$ cat config.mk
export PLATFORM = sky130hd
export DESIGN_NAME = link_loss_watchdog_reconnect_core
export DESIGN_NICKNAME = d
export VERILOG_FILES = /design/src/hdl/llwr_pkg.sv /design/src/hdl/llwr_eval.sv /design/src/hdl/link_loss_watchdog_reconnect_core.sv
export SDC_FILE = /design/constraint.sdc
export NUM_CORES = 1
export LEC_CHECK = 0
export BUFFER_PORTS_ARGS = -buffer_cell sky130_fd_sc_hd__buf_2
export CORE_UTILIZATION = 35
export DETAILED_ROUTE_END_ITERATION = 8
export RECOVER_POWER = 50
export SYNTH_ARGS = -nofsm -noshare
export SYNTH_HDL_FRONTEND = slang
export SYNTH_HIERARCHICAL = 1
export SYNTH_SLANG_ARGS = --single-unit
export TNS_END_PERCENT = 30
$ cat constraint.sdc
create_clock -name aclk -period 6.3 [get_ports aclk]
set_input_delay 0.315 -clock aclk [delete_from_list [all_inputs] [get_ports aclk]]
set_output_delay 0.315 -clock aclk [all_outputs]
set_load 0.005 [all_outputs]
$ cat src/hdl/llwr_pkg.sv
// Shared types, codes and widths for the link loss watchdog.
`timescale 1ns / 1ps
`default_nettype none

package llwr_pkg;

    localparam int TIME_BITS   = 48;
    localparam int LIMIT_BITS  = 32;
    localparam int COUNT_BITS  = 8;
    localparam int APB_DATA_W  = 32;
    localparam int APB_ADDR_W  = 4;

    // action codes
    localparam logic [1:0] ACT_STEP    = 2'd0;
    localparam logic [1:0] ACT_PACKET  = 2'd1;
    localparam logic [1:0] ACT_DROP    = 2'd2;
    localparam logic [1:0] ACT_REFUSED = 2'd3;

    // event codes
    localparam logic [2:0] EV_IDLE   = 3'd0;
    localparam logic [2:0] EV_LOST   = 3'd1;
    localparam logic [2:0] EV_BACK   = 3'd2;
    localparam logic [2:0] EV_RETRY  = 3'd3;
    localparam logic [2:0] EV_GAVEUP = 3'd4;

    // loss causes
    localparam logic [2:0] CAUSE_NONE    = 3'd0;
    localparam logic [2:0] CAUSE_DROP    = 3'd1;
    localparam logic [2:0] CAUSE_STALL   = 3'd2;
    localparam logic [2:0] CAUSE_SILENCE = 3'd3;
    localparam logic [2:0] CAUSE_SOCKET  = 3'd4;

    // register indexes (byte address = 4 * index)
    localparam logic [1:0] REG_STALL_LIMIT   = 2'd0;
    localparam logic [1:0] REG_SILENCE_LIMIT = 2'd1;
    localparam logic [1:0] REG_ATTEMPT_LIMIT = 2'd2;
    localparam logic [1:0] REG_RETRY_SPACING = 2'd3;

    localparam logic [LIMIT_BITS-1:0] STALL_LIMIT_RST   = 32'd5000;
    localparam logic [LIMIT_BITS-1:0] SILENCE_LIMIT_RST = 32'd15000;
    localparam logic [COUNT_BITS-1:0] ATTEMPT_LIMIT_RST = 8'd5;
    localparam logic [LIMIT_BITS-1:0] RETRY_SPACING_RST = 32'd5000;

    typedef struct packed {
        logic [1:0]            action;
        logic [TIME_BITS-1:0]  now_ms;
        logic [LIMIT_BITS-1:0] frame_delta_ms;
        logic                  drop_req;
        logic                  in_game;
        logic                  sock_closed;
        logic                  login_active;
    } in_item_t;

    typedef struct packed {
        logic [2:0] event_res;
        logic [2:0] loss_cause;
        logic       is_lost;
        logic       has_given_up;
    } out_item_t;

    typedef struct packed {
        logic [LIMIT_BITS-1:0] stall_limit_ms;
        logic [LIMIT_BITS-1:0] silence_limit_ms;
        logic [COUNT_BITS-1:0] attempt_limit;
        logic [LIMIT_BITS-1:0] retry_spacing_ms;
    } cfg_t;

    typedef struct packed {
        logic                  link_down;
        logic [COUNT_BITS-1:0] attempts_made;
        logic                  retry_failed;
        logic [TIME_BITS-1:0]  next_retry_ms;
        logic [TIME_BITS-1:0]  last_heard_ms;
    } wd_state_t;

endpackage

`default_nettype wire

$ cat src/hdl/llwr_eval.sv
// Next-state and result logic for one watchdog item.
`timescale 1ns / 1ps
`default_nettype none

module llwr_eval
    import llwr_pkg::*;
(
    input  wire in_item_t  item,
    input  wire cfg_t      cfg,
    input  wire wd_state_t cur,
    output wd_state_t      nxt,
    output out_item_t      res
);

    localparam int EXT_BITS = TIME_BITS - LIMIT_BITS;

    logic                 heard;
    logic                 stalled;
    logic                 silent;
    logic [TIME_BITS-1:0] since_heard;
    logic [TIME_BITS:0]   retry_sum;
    logic [TIME_BITS-1:0] retry_at;
    logic [2:0]           cause;

    assign heard       = (cur.last_heard_ms != '0);
    assign stalled     = (item.frame_delta_ms >= cfg.stall_limit_ms);
    assign since_heard = item.now_ms - cur.last_heard_ms;
    assign silent      = item.in_game && (item.now_ms > cur.last_heard_ms)
                         && (since_heard >= {{EXT_BITS{1'b0}}, cfg.silence_limit_ms});
    assign retry_sum   = {1'b0, item.now_ms}
                         + {{(EXT_BITS + 1){1'b0}}, cfg.retry_spacing_ms};
    // saturate at all ones
    assign retry_at    = retry_sum[TIME_BITS] ? {TIME_BITS{1'b1}}
                                              : retry_sum[TIME_BITS-1:0];

    always_comb begin
        if (item.drop_req) begin
            cause = CAUSE_DROP;
        end else if (stalled) begin
            cause = CAUSE_STALL;
        end else if (silent) begin
            cause = CAUSE_SILENCE;
        end else if (item.sock_closed) begin
            cause = CAUSE_SOCKET;
        end else begin
            cause = CAUSE_NONE;
        end
    end

    always_comb begin
        nxt           = cur;
        res.event_res = EV_IDLE;
        res.loss_cause = CAUSE_NONE;
        case (item.action)
            ACT_STEP: begin
                if (!cur.link_down) begin
                    if (heard && cause != CAUSE_NONE) begin
                        nxt.link_down     = 1'b1;
                        nxt.attempts_made = '0;
                        nxt.retry_failed  = 1'b0;
                        nxt.next_retry_ms = '0;
                        res.event_res     = EV_LOST;
                        res.loss_cause    = cause;
                    end
                end else if (item.in_game) begin
                    nxt.link_down     = 1'b0;
                    nxt.attempts_made = '0;
                    nxt.last_heard_ms = item.now_ms;
                    res.event_res     = EV_BACK;
                end else if (item.login_active || cur.retry_failed
                             || item.now_ms < cur.next_retry_ms) begin
                    res.event_res = EV_IDLE;
                end else if (cur.attempts_made >= cfg.attempt_limit) begin
                    nxt.retry_failed = 1'b1;
                    res.event_res    = EV_GAVEUP;
                end else begin
                    nxt.attempts_made = cur.attempts_made + 1'b1;
                    nxt.next_retry_ms = retry_at;
                    res.event_res     = EV_RETRY;
                end
            end
            ACT_PACKET: begin
                nxt.last_heard_ms = item.now_ms;
            end
            ACT_DROP: begin
                if (!cur.link_down) begin
                    nxt.link_down     = 1'b1;
                    nxt.attempts_made = '0;
                    nxt.retry_failed  = 1'b0;
                    nxt.next_retry_ms = '0;
                    res.event_res     = EV_LOST;
                end
            end
            ACT_REFUSED: begin
                nxt.retry_failed = 1'b1;
            end
            default: begin
                nxt = cur;
            end
        endcase
        res.is_lost      = nxt.link_down;
        res.has_given_up = nxt.retry_failed;
    end

endmodule

`default_nettype wire

$ cat src/hdl/link_loss_watchdog_reconnect_core.sv
// Top level of the link loss watchdog: channels, register file, state and pipeline.
//
//   Port group  Dir  Handshake          Payload
//   s_*         in   s_valid / s_ready  s_data  (in_item_t)
//   m_*         out  m_valid / m_ready  m_data  (out_item_t)
//   APB         in   psel/penable/pwrite, pready tied high; paddr, pwdata, prdata
//
// One item per cycle sustained while m_ready is high; each item passes from the
// input register through the evaluate stage into the result register.
// The watchdog state is updated as an item moves into the result register.
// A stalled result holds; the input register takes items while empty or while the
// result register is free or being drained. Synchronous active-low reset.
`timescale 1ns / 1ps
`default_nettype none

module link_loss_watchdog_reconnect_core
    import llwr_pkg::*;
(
    input  wire                  aclk,
    input  wire                  aresetn,

    input  wire                  s_valid,
    output logic                 s_ready,
    input  wire in_item_t        s_data,

    output logic                 m_valid,
    input  wire                  m_ready,
    output out_item_t            m_data,

    input  wire                  psel,
    input  wire                  penable,
    input  wire                  pwrite,
    input  wire [APB_ADDR_W-1:0] paddr,
    input  wire [APB_DATA_W-1:0] pwdata,
    output logic [APB_DATA_W-1:0] prdata,
    output logic                 pready
);

    cfg_t      cfg_reg;
    wd_state_t state_reg;
    wd_state_t state_next;
    in_item_t  item_reg;
    logic      item_valid_reg;
    out_item_t res_reg;
    out_item_t res_next;
    logic      res_valid_reg;
    logic      advance;
    logic      cfg_write;
    logic [1:0] reg_index;

    // ---------------- register file ----------------
    assign pready    = 1'b1;
    assign reg_index = paddr[3:2];
    assign cfg_write = psel && penable && pwrite && pready;

    always_ff @(posedge aclk) begin
        if (!aresetn) begin
            cfg_reg.stall_limit_ms   <= STALL_LIMIT_RST;
            cfg_reg.silence_limit_ms <= SILENCE_LIMIT_RST;
            cfg_reg.attempt_limit    <= ATTEMPT_LIMIT_RST;
            cfg_reg.retry_spacing_ms <= RETRY_SPACING_RST;
        end else if (cfg_write) begin
            case (reg_index)
                REG_STALL_LIMIT:   cfg_reg.stall_limit_ms   <= pwdata;
                REG_SILENCE_LIMIT: cfg_reg.silence_limit_ms <= pwdata;
                REG_ATTEMPT_LIMIT: cfg_reg.attempt_limit    <= pwdata[COUNT_BITS-1:0];
                REG_RETRY_SPACING: cfg_reg.retry_spacing_ms <= pwdata;
                default:           cfg_reg <= cfg_reg;
            endcase
        end
    end

    always_comb begin
        case (reg_index)
            REG_STALL_LIMIT:   prdata = cfg_reg.stall_limit_ms;
            REG_SILENCE_LIMIT: prdata = cfg_reg.silence_limit_ms;
            REG_ATTEMPT_LIMIT: prdata = {{(APB_DATA_W - COUNT_BITS){1'b0}},
                                         cfg_reg.attempt_limit};
            REG_RETRY_SPACING: prdata = cfg_reg.retry_spacing_ms;
            default:           prdata = '0;
        endcase
    end

    // ---------------- pipeline ----------------
    assign advance = item_valid_reg && (!res_valid_reg || m_ready);
    assign s_ready = !item_valid_reg || advance;
    assign m_valid = res_valid_reg;
    assign m_data  = res_reg;

    always_ff @(posedge aclk) begin
        if (!aresetn) begin
            item_valid_reg <= 1'b0;
        end else if (s_ready) begin
            item_valid_reg <= s_valid;
        end
    end

    always_ff @(posedge aclk) begin
        if (s_valid && s_ready) begin
            item_reg <= s_data;
        end
    end

    llwr_eval u_eval (
        .item (item_reg),
        .cfg  (cfg_reg),
        .cur  (state_reg),
        .nxt  (state_next),
        .res  (res_next)
    );

    always_ff @(posedge aclk) begin
        if (!aresetn) begin
            state_reg     <= '0;
            res_valid_reg <= 1'b0;
        end else begin
            if (advance) begin
                state_reg     <= state_next;
                res_valid_reg <= 1'b1;
            end else if (m_ready) begin
                res_valid_reg <= 1'b0;
            end
        end
    end

    always_ff @(posedge aclk) begin
        if (advance) begin
            res_reg <= res_next;
        end
    end

    // ---------------- assertions ----------------
    a_lost_sets_down: assert property (@(posedge aclk) disable iff (!aresetn)
        (m_valid && m_data.event_res == EV_LOST) |-> m_data.is_lost)
        else $error("loss reported while link not marked down");

    a_back_clears_down: assert property (@(posedge aclk) disable iff (!aresetn)
        (m_valid && m_data.event_res == EV_BACK) |-> !m_data.is_lost)
        else $error("re-establish reported while link still down");

    a_cause_only_on_loss: assert property (@(posedge aclk) disable iff (!aresetn)
        (m_valid && m_data.loss_cause != CAUSE_NONE) |-> m_data.event_res == EV_LOST)
        else $error("loss cause without loss event");

    a_gaveup_state: assert property (@(posedge aclk) disable iff (!aresetn)
        (m_valid && m_data.event_res == EV_GAVEUP)
            |-> (m_data.has_given_up && m_data.is_lost))
        else $error("give-up reported without failed state");

    a_state_moves_with_result: assert property (@(posedge aclk) disable iff (!aresetn)
        !advance |=> $stable(state_reg))
        else $error("watchdog state changed without an item");

endmodule

`default_nettype wire
== Word level (Yosys, flattened, before mapping) ==
Cells that the tools add are included.
Widths: inputs -> output; s select.

* Register bits: 306
* Bits in latches: 0
* RAM bits: 0
* Memory bits (read-only): 0
* Bits of input ports: 129
* Output and inout port bits: 43
* Logic and storage cells: 106
* Memories: 0

* $add $sub $neg: 3
* Multipliers: 0
* Div/mod/pow operators: 0
* Magnitude comparators: 5
* Equal/unequal tests: 15
* Shift-type cells: 0
* Multiplexer cells: 31
* Bitwise gates (word level): 2
* Reduce and logical (&&, ||, !) cells: 28

{| class="wikitable"
|+ Operators with widths
! kind !! count
|-
| $mux 48 || 4
|-
| $pmux 48 s2 || 2
|-
| $pmux 32 s4 || 1
|-
| $mux 58 || 2
|-
| $mux 57 || 2
|-
| $add 48x32->49 || 1
|-
| $mux 49 || 1
|-
| $ge 48x32->1 || 1
|-
| $gt 48x48->1 || 1
|-
| $lt 48x48->1 || 1
|-
| $reduce_bool 48->1 || 1
|-
| $sub 48x48->48 || 1
|-
| $ge 32x32->1 || 1
|-
| $mux 3 || 8
|-
| $pmux 9 s2 || 1
|-
| $mux 8 || 2
|-
| $ne 3x3->1 const B || 3
|-
| $add 8x1->8 const B || 1
|-
| $eq 2x2->1 const B || 4
|-
| $ge 8x8->1 || 1
|-
| $ne 4x4->1 const B || 2
|-
| $reduce_and 2->1 || 4
|-
| $logic_and 1x1->1 || 7
|-
| $reduce_and 7->1 || 1
|-
| other kinds (16) || 31
|}

== Depth between registers and ports, before layout ==
Gate-level depths: netlist of run 1.

* Word-level depth: 11
* Mapped depth: 28
* Depth with buffers taken out: 26

== Hierarchy ==
Netlist of run 1, hierarchy kept.

{| class="wikitable"
|+ Modules (own cells, without submodules)
! module !! times used !! cells each !! area an instance (um2) !! seq. area each (um2)
|-
| link_loss_watchdog_reconnect_core || 1 || 1,073 || 11,527.3 || 7,066.8
|-
| llwr_eval || 1 || 1,563 || 10,287.4 || 0.0
|}

== Worst setup path before layout of run 1 ==
Ideal clock, no wire load.

* Kind: reg2reg
* Start: reg item_reg[36] in the netlist's numbering
* End: reg state_reg[87] in the netlist's numbering
* Library setup time: 70 ps
* Arrival time: 4,732 ps
* Data required time: 6,230 ps
* Path slack: 1,498 ps
* Cell stages (with the launch flop): 27
* Buffers on the path: 2
* Period minus slack after synthesis: 4,802 ps
* Path through: edfxtp_1 > inv_1 > ha_1 > fa_1 > nand2b_1 > a21oi_1 > a2111oi_4 > nor2_1 > a21oi_1 > o21bai_1 > a21oi_1 > xnor2_1 > ha_1 > nor2b_1 > o21ai_0 > a21oi_1 > nor3_1 > o221ai_1 > a2111oi_0 > nand4_1 > o21ai_2 > o21ba_1 > buf_6 > buf_12 > o2bb2ai_1 > nand3_1 > a21oi_1

{| class="wikitable"
|+ RTL lines
! item !! RTL line !! source
|-
| start: declaration || link_loss_watchdog_reconnect_core.sv:42 || <nowiki>in_item_t item_reg;</nowiki>
|-
| start signal: assignment || link_loss_watchdog_reconnect_core.sv:100 || <nowiki>item_reg <= s_data;</nowiki>
|-
| end signal: assignment || link_loss_watchdog_reconnect_core.sv:118 || <nowiki>state_reg <= state_next;</nowiki>
|-
| end: declaration || link_loss_watchdog_reconnect_core.sv:40 || <nowiki>wd_state_t state_reg;</nowiki>
|}

==> results of run 1 <==
[critical path, delay by kind of cell (launching register included)]
| kind | cells | cell delay [ps] |
|---|---|---|
| xor gates and xnor gates | 1 | 150 |
| buffers and inverters | 4 | 640 |
| DFF | 1 | 510 |
| adders and majority gates | 2 | 760 |
| and+or+nand+nor | 8 | 1610 |
| AOI/OAI and AO/OA | 11 | 2080 |
[path summary, 6_finish.rpt]
path	startpoint	end	slack [ps]	cells after the start
max	item_reg[48]$_DFFE_PP_	state_reg[105]$_SDFFE_PN0P_	450	26
min	pwdata[11]	cfg_reg[83]$_SDFFE_PN0P_	30	3
max reg2reg	item_reg[48]$_DFFE_PP_	state_reg[105]$_SDFFE_PN0P_	450	26
min reg2reg	state_reg[84]$_SDFFE_PN0P_	state_reg[84]$_SDFFE_PN0P_	480	2
[stage by stage]
stage | cell area (sq um) | setup WS, ps | utilization [%] | power, W | std cells
2_1_floorplan | 21810 | 1498 | - | 0.002816 | 2636
3_3_place_gp | 23290 | 279.2 | 37.81 | 0.003126 | 3530
3_5_place_dp | 23290 | 250.8 | 37.81 | 0.003144 | 3530
4_1_cts | 25460 | 147.5 | 41.33 | 0.005458 | 3687
5_1_grt | 25410 | 32.80 | 41.25 | 0.005643 | 3688
6_report | 25410 | 450.8 | 41.25 | 0.005432 | 3688
[power by group through the flow]
| stage | combinational [W] | clock, W | sequential, W |
|---|---|---|---|
| 4_1_cts | 0.000986 | 0.00231 | 0.00216 |
| 3_5_place_dp | 0.000938 | 0 | 0.00221 |
| 2_1_floorplan | 0.000648 | 0 | 0.00217 |
| 3_3_place_gp | 0.000920 | 0 | 0.00221 |
| 6_report | 0.00100 | 0.00227 | 0.00216 |
| 5_1_grt | 0.00109 | 0.00238 | 0.00217 |
[cell families after synthesis]
kind of cell / synth area share (%)
AOI/OAI and AO/OA: 23.43
and+or+nand+nor: 16.01
buffers and inverters: 7.336
DFF: 32.39
adders and majority gates: 11.65
muxes: 6.384
xor gates and xnor gates: 2.770
other: 0.01719
[layout make-up]
type / count / area share [%]
Clock inverter: 16 / 0.7582
Inverter: 213 / 3.151
Tap cell: 837 / 4.121
Multi-Input combinational cell: 1963 / 51.81
Clock buffer: 52 / 4.269
Sequential cell: 306 / 27.82
Timing Repair Buffer: 301 / 8.065
[per-layer routing]
| metal | share of wire (%) | GRT usage, % | routed length, um | up-vias |
|---|---|---|---|---|
| met5 | 0 | 0 | 0 | - |
| met1 | 44 | 30.57 | 33420 | 10030 |
| li1 | - | - | - | 9870 |
| met4 | 3.7 | 8.780 | 2768 | 0 |
| met2 | 47 | 39.21 | 35520 | 652 |
| met3 | 4.9 | 2.270 | 3697 | 115 |
[synth_stat cells (6+ instances only)]
cell       instances  share of area [%]
buf_4             10               0.34
nor2_1            86                1.5
a21o_1            90                3.1
o31ai_1            7               0.24
nor3_1            32               0.73
buf_1             11               0.19
and3_1            23               0.66
nor4_1            18               0.52
o2bb2ai_2          7               0.48
o211ai_1          22               0.76
o21ai_0          269                6.2
mux4_2             8               0.83
and4_1             6               0.24
edfxtp_1          94                 13
a2111oi_0          6               0.24
inv_1            211                3.6
o21ai_1            8               0.18
o2111ai_1          6               0.24
a21oi_1          275                6.3
mux2i_1          120                5.5
nand2b_1          16               0.46
nand3b_1           6               0.21
or3_1              8               0.23
buf_6             15               0.77
xor2_1            32                1.3
o211ai_2           7               0.40
a211oi_1          22               0.76
o21a_1            22               0.76
dfxtp_1          212                 19
ha_1             200                 11
and2_1             9               0.26
nor2b_1           12               0.34
o21bai_1          14               0.48
buf_2             23               0.53
nand4_1           41                1.2
xnor2_1           37                1.5
nand3_1          145                3.3
clkbuf_1          92                1.6
a31oi_1           16               0.46
nand2_1          292                5.0
[what timing repair did]
item | CTS | global route
hold endpoints to repair | 89 | 0
hold buffers | 89 | 0
endpoints found under the setup margin | 0 | 62
setup buffers | 0 | 1
resized for setup | 0 | 6
==> metrics.txt, run 1 <==
syn_nets between 2,000 and 3,000; synth unique cells 95; post-detailed-route count of antenna-violating nets 0; DRT iter0 DRCs 1,792; post-DR wirelength/cell around 20 um; synth warn 6; GRT overflow 0; Static Leak around 10 nW; type of the worst setup path reg2reg; worst clock skew ~29 ps; Core ar. around 62,000 sq um; Slew headroom -220.3%; P_sw 0.001618 W; 1st-pass router iterations 6; initial antenna violation count 0; largest net degree at the start of global routing 110; Post-Syn Instances 2,636; MaxCap Viol Count 5; vias 20,660; Pint approximately 0.0038 W; clk slew on worst S/H paths ~60 ps; Num CTS Buffers 37; final hold slack ~30 ps; Starting Density 35.41%; Comb pwr share between 10% and 20%; Yosys reg bits between 300 and 400; first-pass GRT wire length 115,800 um; Async S/R FF share, synth 0%; min-delay worst type in2reg; Clk Tree Root Cell clkbuf_16; min Tclk post-route between 5000 and 6000 ps; Setup violations, final 0; Arr. time, crit path 6330 ps; FILL cells slightly above 6,000; vias in the first global route a little under 20,000; Worst Tran Pin Value 4804 ps; P per Cell Area between 200 and 250 nW/um^2; max FFs per register around 110; Net Sw Frac between 20% and 30%; FMAX 0.1710 GHz; ys flop type dfxtp_1; sequential share of power between 30% and 40%; Area Overhead vs Synth 16.49%; Port Buf Inserts ~170; Post-synth EDFFs 94; fraction of layout cells with a size suffix above 1 roughly 11%; vias per std cell approximately 5.6; crit path capture type flop; clock sink total around 310; kind of start point of the critical path flop; most common cell after layout, fill and taps aside nand2_1; Max stage delay on crit path ~600 ps; # diodes 0; Cell Area, Synth ~22,000 sq um; Avg Cell Area, Syn 8.276 sq um; RSZ-0062 raised after global routing no; gr usage total 23.24%; endpoints failing hold 0; Register Area a little over 7000 sq um; Die X between 200 and 300 um; CTS max path bufs 3; VDD IR max about 180 uV; CTS tree done; clock latency at the later pin of the worst-skew pair 580 ps; Max Transition Viols Final approximately 230; worst path required time around 6800 ps; Final HPWL DP approximately 56,000 um; status finished, violations left; Clk pwr share a little over two fifths; failing checks capacitance limit, slew limit; CP max stage cell or4_1; # rows between 90 and 100; routed wire length around 75,000 um; H-tree levels 2; Die ar. about 63,000 sq um; io pins between 150 and 200; most frequent cells in the layout nand2_1, a21oi_1, o21ai_0, inv_1, dfxtp_1; Post-route DRC 0; GPL Wtd Cong ~0.95; Critical Path Most Common Cell buf_4; setup TNS 0 ps; DIE HEIGHT 251.7 um; Multi-input gate area 13,170 sq um; Final Cycle Share 92.84%; worst-path fanout max 4; # nets final 3,153; post-synthesis sequential area ratio between 30% and 40%
No activity file was read; power rests on OpenSTA's default activity.
==> run 2: changes to the inputs <==
Settings changed: RECOVER_POWER 50 to not set.
Clock period 6.3 ns to 6 ns, I/O delays scaled along.
==> metrics.txt, run 2 (same netlist as run 1, synthesis figures left out) <==
status complete, no violations; clk slew on worst S/H paths 60 ps (about the same); # rows 91 (unchanged); clock sink total 306 (unchanged); design area 25,840 sq um (+1.7%); Multi-input gate area 13,240 sq um (+0.56%); post-detailed-route count of antenna-violating nets 0 (unchanged); Setup violations, final 0 (unchanged); # diodes 0 (unchanged); GRT overflow 0 (unchanged); Core ar. 61,600 sq um (unchanged); min-delay worst type in2reg; Max stage delay on crit path 460 ps (-140 ps); R2R cell count 24 (-7.7%); Die ar. 63,330 sq um (unchanged); crit path capture type flop; first-pass GRT wire length 116,800 um (+0.83%); Die X 251.7 um (unchanged); Final Cycle Share 96.40% (+3.6 points); vias in the first global route 20,020 (+0.68%); worst path required time 6470 ps (-310 ps); RSZ-0062 raised after global routing no; Post-route DRC 0 (unchanged); most common cell after layout, fill and taps aside nand2_1; kind of start point of the critical path flop; max FFs per register 106 (unchanged); Static Leak 10.36 nW (+2.9%); DIE HEIGHT 251.7 um (unchanged); hold depth 3 (unchanged); CP max stage cell fa_1; io pins 172 (unchanged); DP Worst Slack 22.37 ps (-228.5 ps); # nets final 3,191 (+1.2%); Slew headroom 22.25% (+240 points); post-DR wirelength/cell 20.64 um (+0.93%); MaxCap Viol Count 0 (-5); worst clock skew 30.03 ps (+1.056 ps); endpoints failing hold 0 (unchanged); Num CTS Buffers 37 (unchanged); DRT iter0 DRCs 2,072 (+16%); Max Transition Viols Final 0 (-100%); worst-path fanout max 6 (+2); type of the worst setup path reg2reg; largest net degree at the start of global routing 110 (unchanged); clock latency at the later pin of the worst-skew pair 580 ps (about the same); Area after DPL 23,510 sq um (+0.95%); CTS max path bufs 3 (unchanged); GPL Wtd Cong 0.9314 (-1.4%); worst-path cell chain buf_4, inv_1, fa_1, nand2b_1, a211oi_1, nor3_2, o211ai_2, a21oi_1, xnor2_1, ha_1, and4_1, nand3_1, or4_1, a311oi_1, buf_4, or3b_1, a211oi_2, nand4_1, o21ai_4, o21ba_4, clkbuf_16, a22o_1, nand3_1, a21oi_1; Register Area 7072 sq um (about the same); gr usage total 23.51% (+0.27 points); FILL cells 6,091 (-0.86%); Clk Tree Root Cell clkbuf_16; Arr. time, crit path 6260 ps (-70 ps); Port Buf Inserts 168 (unchanged); setup TNS 0 ps (unchanged); VDD IR max 305.3 uV (+70%); FMAX 0.1729 GHz (+1.1%); fraction of layout cells with a size suffix above 1 13.29% (+2.5 points); Final Worst Setup Slack 215.7 ps (-235.1 ps); initial antenna violation count 0 (unchanged); H-tree levels 2 (unchanged); most frequent cells in the layout nand2_1, o21ai_0, a21oi_1, inv_1, dfxtp_1; min Tclk post-route 5784 ps (-64.93 ps); Starting Density 35.41% (unchanged); P per Cell Area 220.9 nW/um^2 (+3.3%); Worst Tran Pin Value 1156 ps (-3648 ps); Final HPWL DP 56,700 um (+1.2%); Area Overhead vs Synth 18.45%; vias per std cell 5.596 (-0.12%); vias 20,850 (+0.91%); routed wire length 76,890 um (+2.0%); final hold slack 27.80 ps (-2.801 ps); 1st-pass router iterations 5 (-1); CTS tree done
## run 2: changes by cell type in the layout (fill, tap and decap cells not counted), sizes merged
cell / change
clkinv: +2
inv: -1
bufinv: -2
dlygate4sd3: +2
clkinvlp: +1
buf: +60
clkbuf: -24
## run 2: area by class of cell
class	count	area share, %
well taps	837	4.053
clock buffers	52	4.213
inverters	213	3.099
repair buffers	339	9.360
clock inverters	16	0.6682
flip-flops and latches	306	27.37
multi-input cells	1963	51.24
## run 2: where the power goes
group	switching (W)	internal (W)
clock	0.000988	0.00133
combinational	0.000679	0.000440
sequential	0.0000705	0.00220
## run 2: critical path: cells and delay by family (launching register included)
family | cells | cell delay (ps)
AOI/OAI and AO/OA | 9 | 2070
and+or+nand+nor | 8 | 1520
adders and majority gates | 2 | 760
buffers and inverters | 4 | 620
DFF | 1 | 370
xor gates and xnor gates | 1 | 340
## run 2: timing repair
item,4_1_cts,5_1_grt
hold buffers,91,0
endpoints found under the setup margin,0,64
endpoints found under the hold margin,95,0
buffers inserted,0,4
gates resized for setup,0,19
## run 2: routing by layer
metal | GRT usage (%) | wire length, um
met5 | 0 | 0
met1 | 31.08 | 33630
met2 | 38.22 | 35530
met4 | 11.17 | 3778
met3 | 2.589 | 3947
## run 2: worst paths after layout
kind | endpoint | startpoint | slack (ps)
worst min register to register | cfg_reg[39]$_SDFFE_PN0P_ | cfg_reg[39]$_SDFFE_PN0P_ | 470
worst max register to register | state_reg[88]$_SDFFE_PN0P_ | item_reg[37]$_DFFE_PP_ | 220
worst min-delay path | cfg_reg[34]$_SDFFE_PN1P_ | pwdata[2] | 30
worst max-delay path | state_reg[88]$_SDFFE_PN0P_ | item_reg[37]$_DFFE_PP_ | 220
## run 2: per-stage QoR
step | std cells | total power, W | util, %
after global placement | 3560 | 0.003301 | 38.17
after global routing | 3726 | 0.005932 | 41.95
final | 3726 | 0.005708 | 41.95
after CTS | 3719 | 0.005693 | 41.69
after detailed placement | 3560 | 0.003322 | 38.17
after floorplan | 2636 | 0.002957 | -
==> run 3: changes to the inputs <==
Settings changed: PLACE_DENSITY set to 0.48, SETUP_SLACK_MARGIN set to 0.3.
==> metrics.txt, run 3 (same netlist as run 1, synthesis figures left out) <==
CTS tree done; P per Cell Area 221.7 nW/um^2 (+0.38%); Pint 0.004000 W (+0.76%); most common cell after layout, fill and taps aside nand2_1; DIE HEIGHT 251.7 um (unchanged); P_sw 0.001785 W (+2.7%); met3 GRT Util 2.713% (+0.12 points); # nets final 3,195 (+0.13%); GPL Wtd Cong 0.9008 (-3.3%); clk slew on worst S/H paths 60 ps (about the same); met1 usage 35.04% (+4.0 points); most frequent cells in the layout nand2_1, o21ai_0, a21oi_1, inv_1, dfxtp_1; Clk Tree Root Cell clkbuf_16; Arr. time, crit path 5940 ps (-320 ps); Final Cycle Share 92.20% (-4.2 points); setup TNS 0 ps (unchanged); Num CTS Buffers 40 (+8.1%); min-delay worst type in2reg; clock sink total 306 (unchanged); min Tclk post-route 5532 ps (-252.0 ps); largest net degree at the start of global routing 108 (-1.8%); Final Worst Setup Slack 467.7 ps (+252.0 ps); GRT Max-Usage Layer met2; worst clock skew 28.43 ps (-1.598 ps); # diodes 0 (unchanged); GRT overflow 0 (unchanged); post-detailed-route count of antenna-violating nets 0 (unchanged); Post-route DRC 0 (unchanged); number of cells after detailed placement 3,552 (-0.22%); FMAX 0.1808 GHz (+4.6%); DRT iter0 DRCs 1,737 (-16%); final hold slack 29.78 ps (+1.982 ps); RSZ-0062 raised after global routing yes; 1st-pass router iterations 6 (+1); Slew headroom 19.40% (-2.8 points); Area Overhead vs Synth 19.60%; sequential share of power 39.2% (-0.5 points); Layout Cells excl Fill 3,733 (+0.19%); vias 20,580 (-1.3%); Port Buf Inserts 168 (unchanged); Static Leak 10.40 nW (+0.32%); fraction of layout cells with a size suffix above 1 14.16% (+0.87 points); grt met2 use 39.10% (+0.88 points); Worst Tran Pin Value 1209 ps (+52.60 ps); CTS max path bufs 3 (unchanged); H-tree levels 2 (unchanged); Core ar. 61,600 sq um (unchanged); MaxCap Viol Count 0 (unchanged); Final HPWL DP 58,760 um (+3.6%); Die ar. 63,330 sq um (unchanged); r2r setup slk 470 ps (+250 ps); kind of start point of the critical path flop; crit path capture type flop; Die X 251.7 um (unchanged); FILL cells 6,197 (+1.7%); io pins 172 (unchanged); Net Sw Frac 30.86% (+0.41 points); Setup violations, final 0 (unchanged); vias in the first global route 19,430 (-2.9%); clock latency at the later pin of the worst-skew pair 580 ps (about the same); post-DR wirelength/cell 21.63 um (+4.8%); vias per std cell 5.514 (-1.5%); first-pass GRT wire length 120,200 um (+2.9%); worst path required time 6410 ps (-60 ps); max FFs per register 106 (unchanged); type of the worst setup path reg2reg; initial antenna violation count 0 (unchanged); DP Worst Slack 141.1 ps (+118.7 ps); worst-path fanout max 19 (+13); # rows 91 (unchanged); Clk pwr share 40.6% (about the same); endpoints failing hold 0 (unchanged); routed wire length 80,750 um (+5.0%); Starting Density 35.41% (unchanged); final core utilization 42.36% (+0.41 points); Max Transition Viols Final 0 (unchanged); Comb pwr share 20.2% (+0.6 points); status complete, no violations; VDD IR max 172.3 uV (-44%); gr usage total 24.63% (+1.1 points)
-- run 3: changes by cell type in the layout (fill, tap and decap cells not counted), sizes merged --
cell / change
buf: -1
inv: +1
bufinv: +1
dlygate4sd3: +2
clkbuf: -1
clkinv: +5
-- run 3: worst paths after layout --
kind                             from                         end  depth (start not counted)
max            item_reg[54]$_DFFE_PP_  state_reg[76]$_SDFFE_PN0P_                         27
min                        pwdata[14]    cfg_reg[14]$_SDFFE_PN0P_                          3
max reg2reg    item_reg[54]$_DFFE_PP_  state_reg[76]$_SDFFE_PN0P_                         27
min reg2reg  cfg_reg[35]$_SDFFE_PN0P_    cfg_reg[35]$_SDFFE_PN0P_                          2
-- run 3: cell type report --
type | instances | area [sq um] | share of cell area (%)
multi-input cells | 1963 | 13470 | 51.61
flip-flops and latches | 306 | 7072 | 27.10
repair buffers | 340 | 2452 | 9.399
clock buffers | 51 | 1052 | 4.033
well taps | 837 | 1047 | 4.014
inverters | 213 | 800.8 | 3.069
clock inverters | 23 | 200.2 | 0.7673
-- run 3: worst max-delay path, stage by stage (launching register included) --
cell and delay [ps]:
edfxtp_1 480, ha_1 390, nand4_2 130, buf_4 150, nor3_1 60, a221oi_2 400
a31oi_2 150, or2_2 320, a21oi_2 160, xnor2_1 100, ha_1 300, and4_1 160
nand3_1 140, or4_4 590, a311oi_2 210, buf_4 180, nor2_1 40, nand2_1 90
a211oi_2 60, nand4_1 70, buf_4 140, o21ai_4 90, o21ba_4 220, buf_4 160
buf_12 150, a22o_1 230, nand3_1 100, a21oi_2 60
-- run 3: per-stage QoR --
stage          area [sq um]  total power (W)
6_report              26090         0.005785
5_1_grt               26090         0.006024
4_1_cts               25650         0.005749
3_5_place_dp          23450         0.003326
3_3_place_gp          23450         0.003314
2_1_floorplan         21810         0.002957
-- run 3: power groups by stage --
stage	combinational, W	sequential [W]	clock (W)
detailed placement	0.00102	0.00231	0
CTS	0.00107	0.00227	0.00241
global placement	0.00100	0.00231	0
finish	0.00117	0.00227	0.00235
floorplan	0.000680	0.00228	0
global route	0.00127	0.00227	0.00249
-- run 3: what timing repair did --
| item | 4_1_cts | 5_1_grt |
|---|---|---|
| hold buffers | 93 | 0 |
| buffers inserted | 0 | 11 |
| gates resized for setup | 5 | 57 |
| endpoints found under the setup margin | 49 | 62 |
| endpoints found under the hold margin | 96 | 0 |
| pin swaps | 2 | 29 |
| cloned | 0 | 3 |
-- run 3: layer usage --
layer	up-vias	share of wire, %
met3	105	5.3
li1	9967	-
met5	-	0
met2	613	45
met1	9898	47
met4	0	2.8
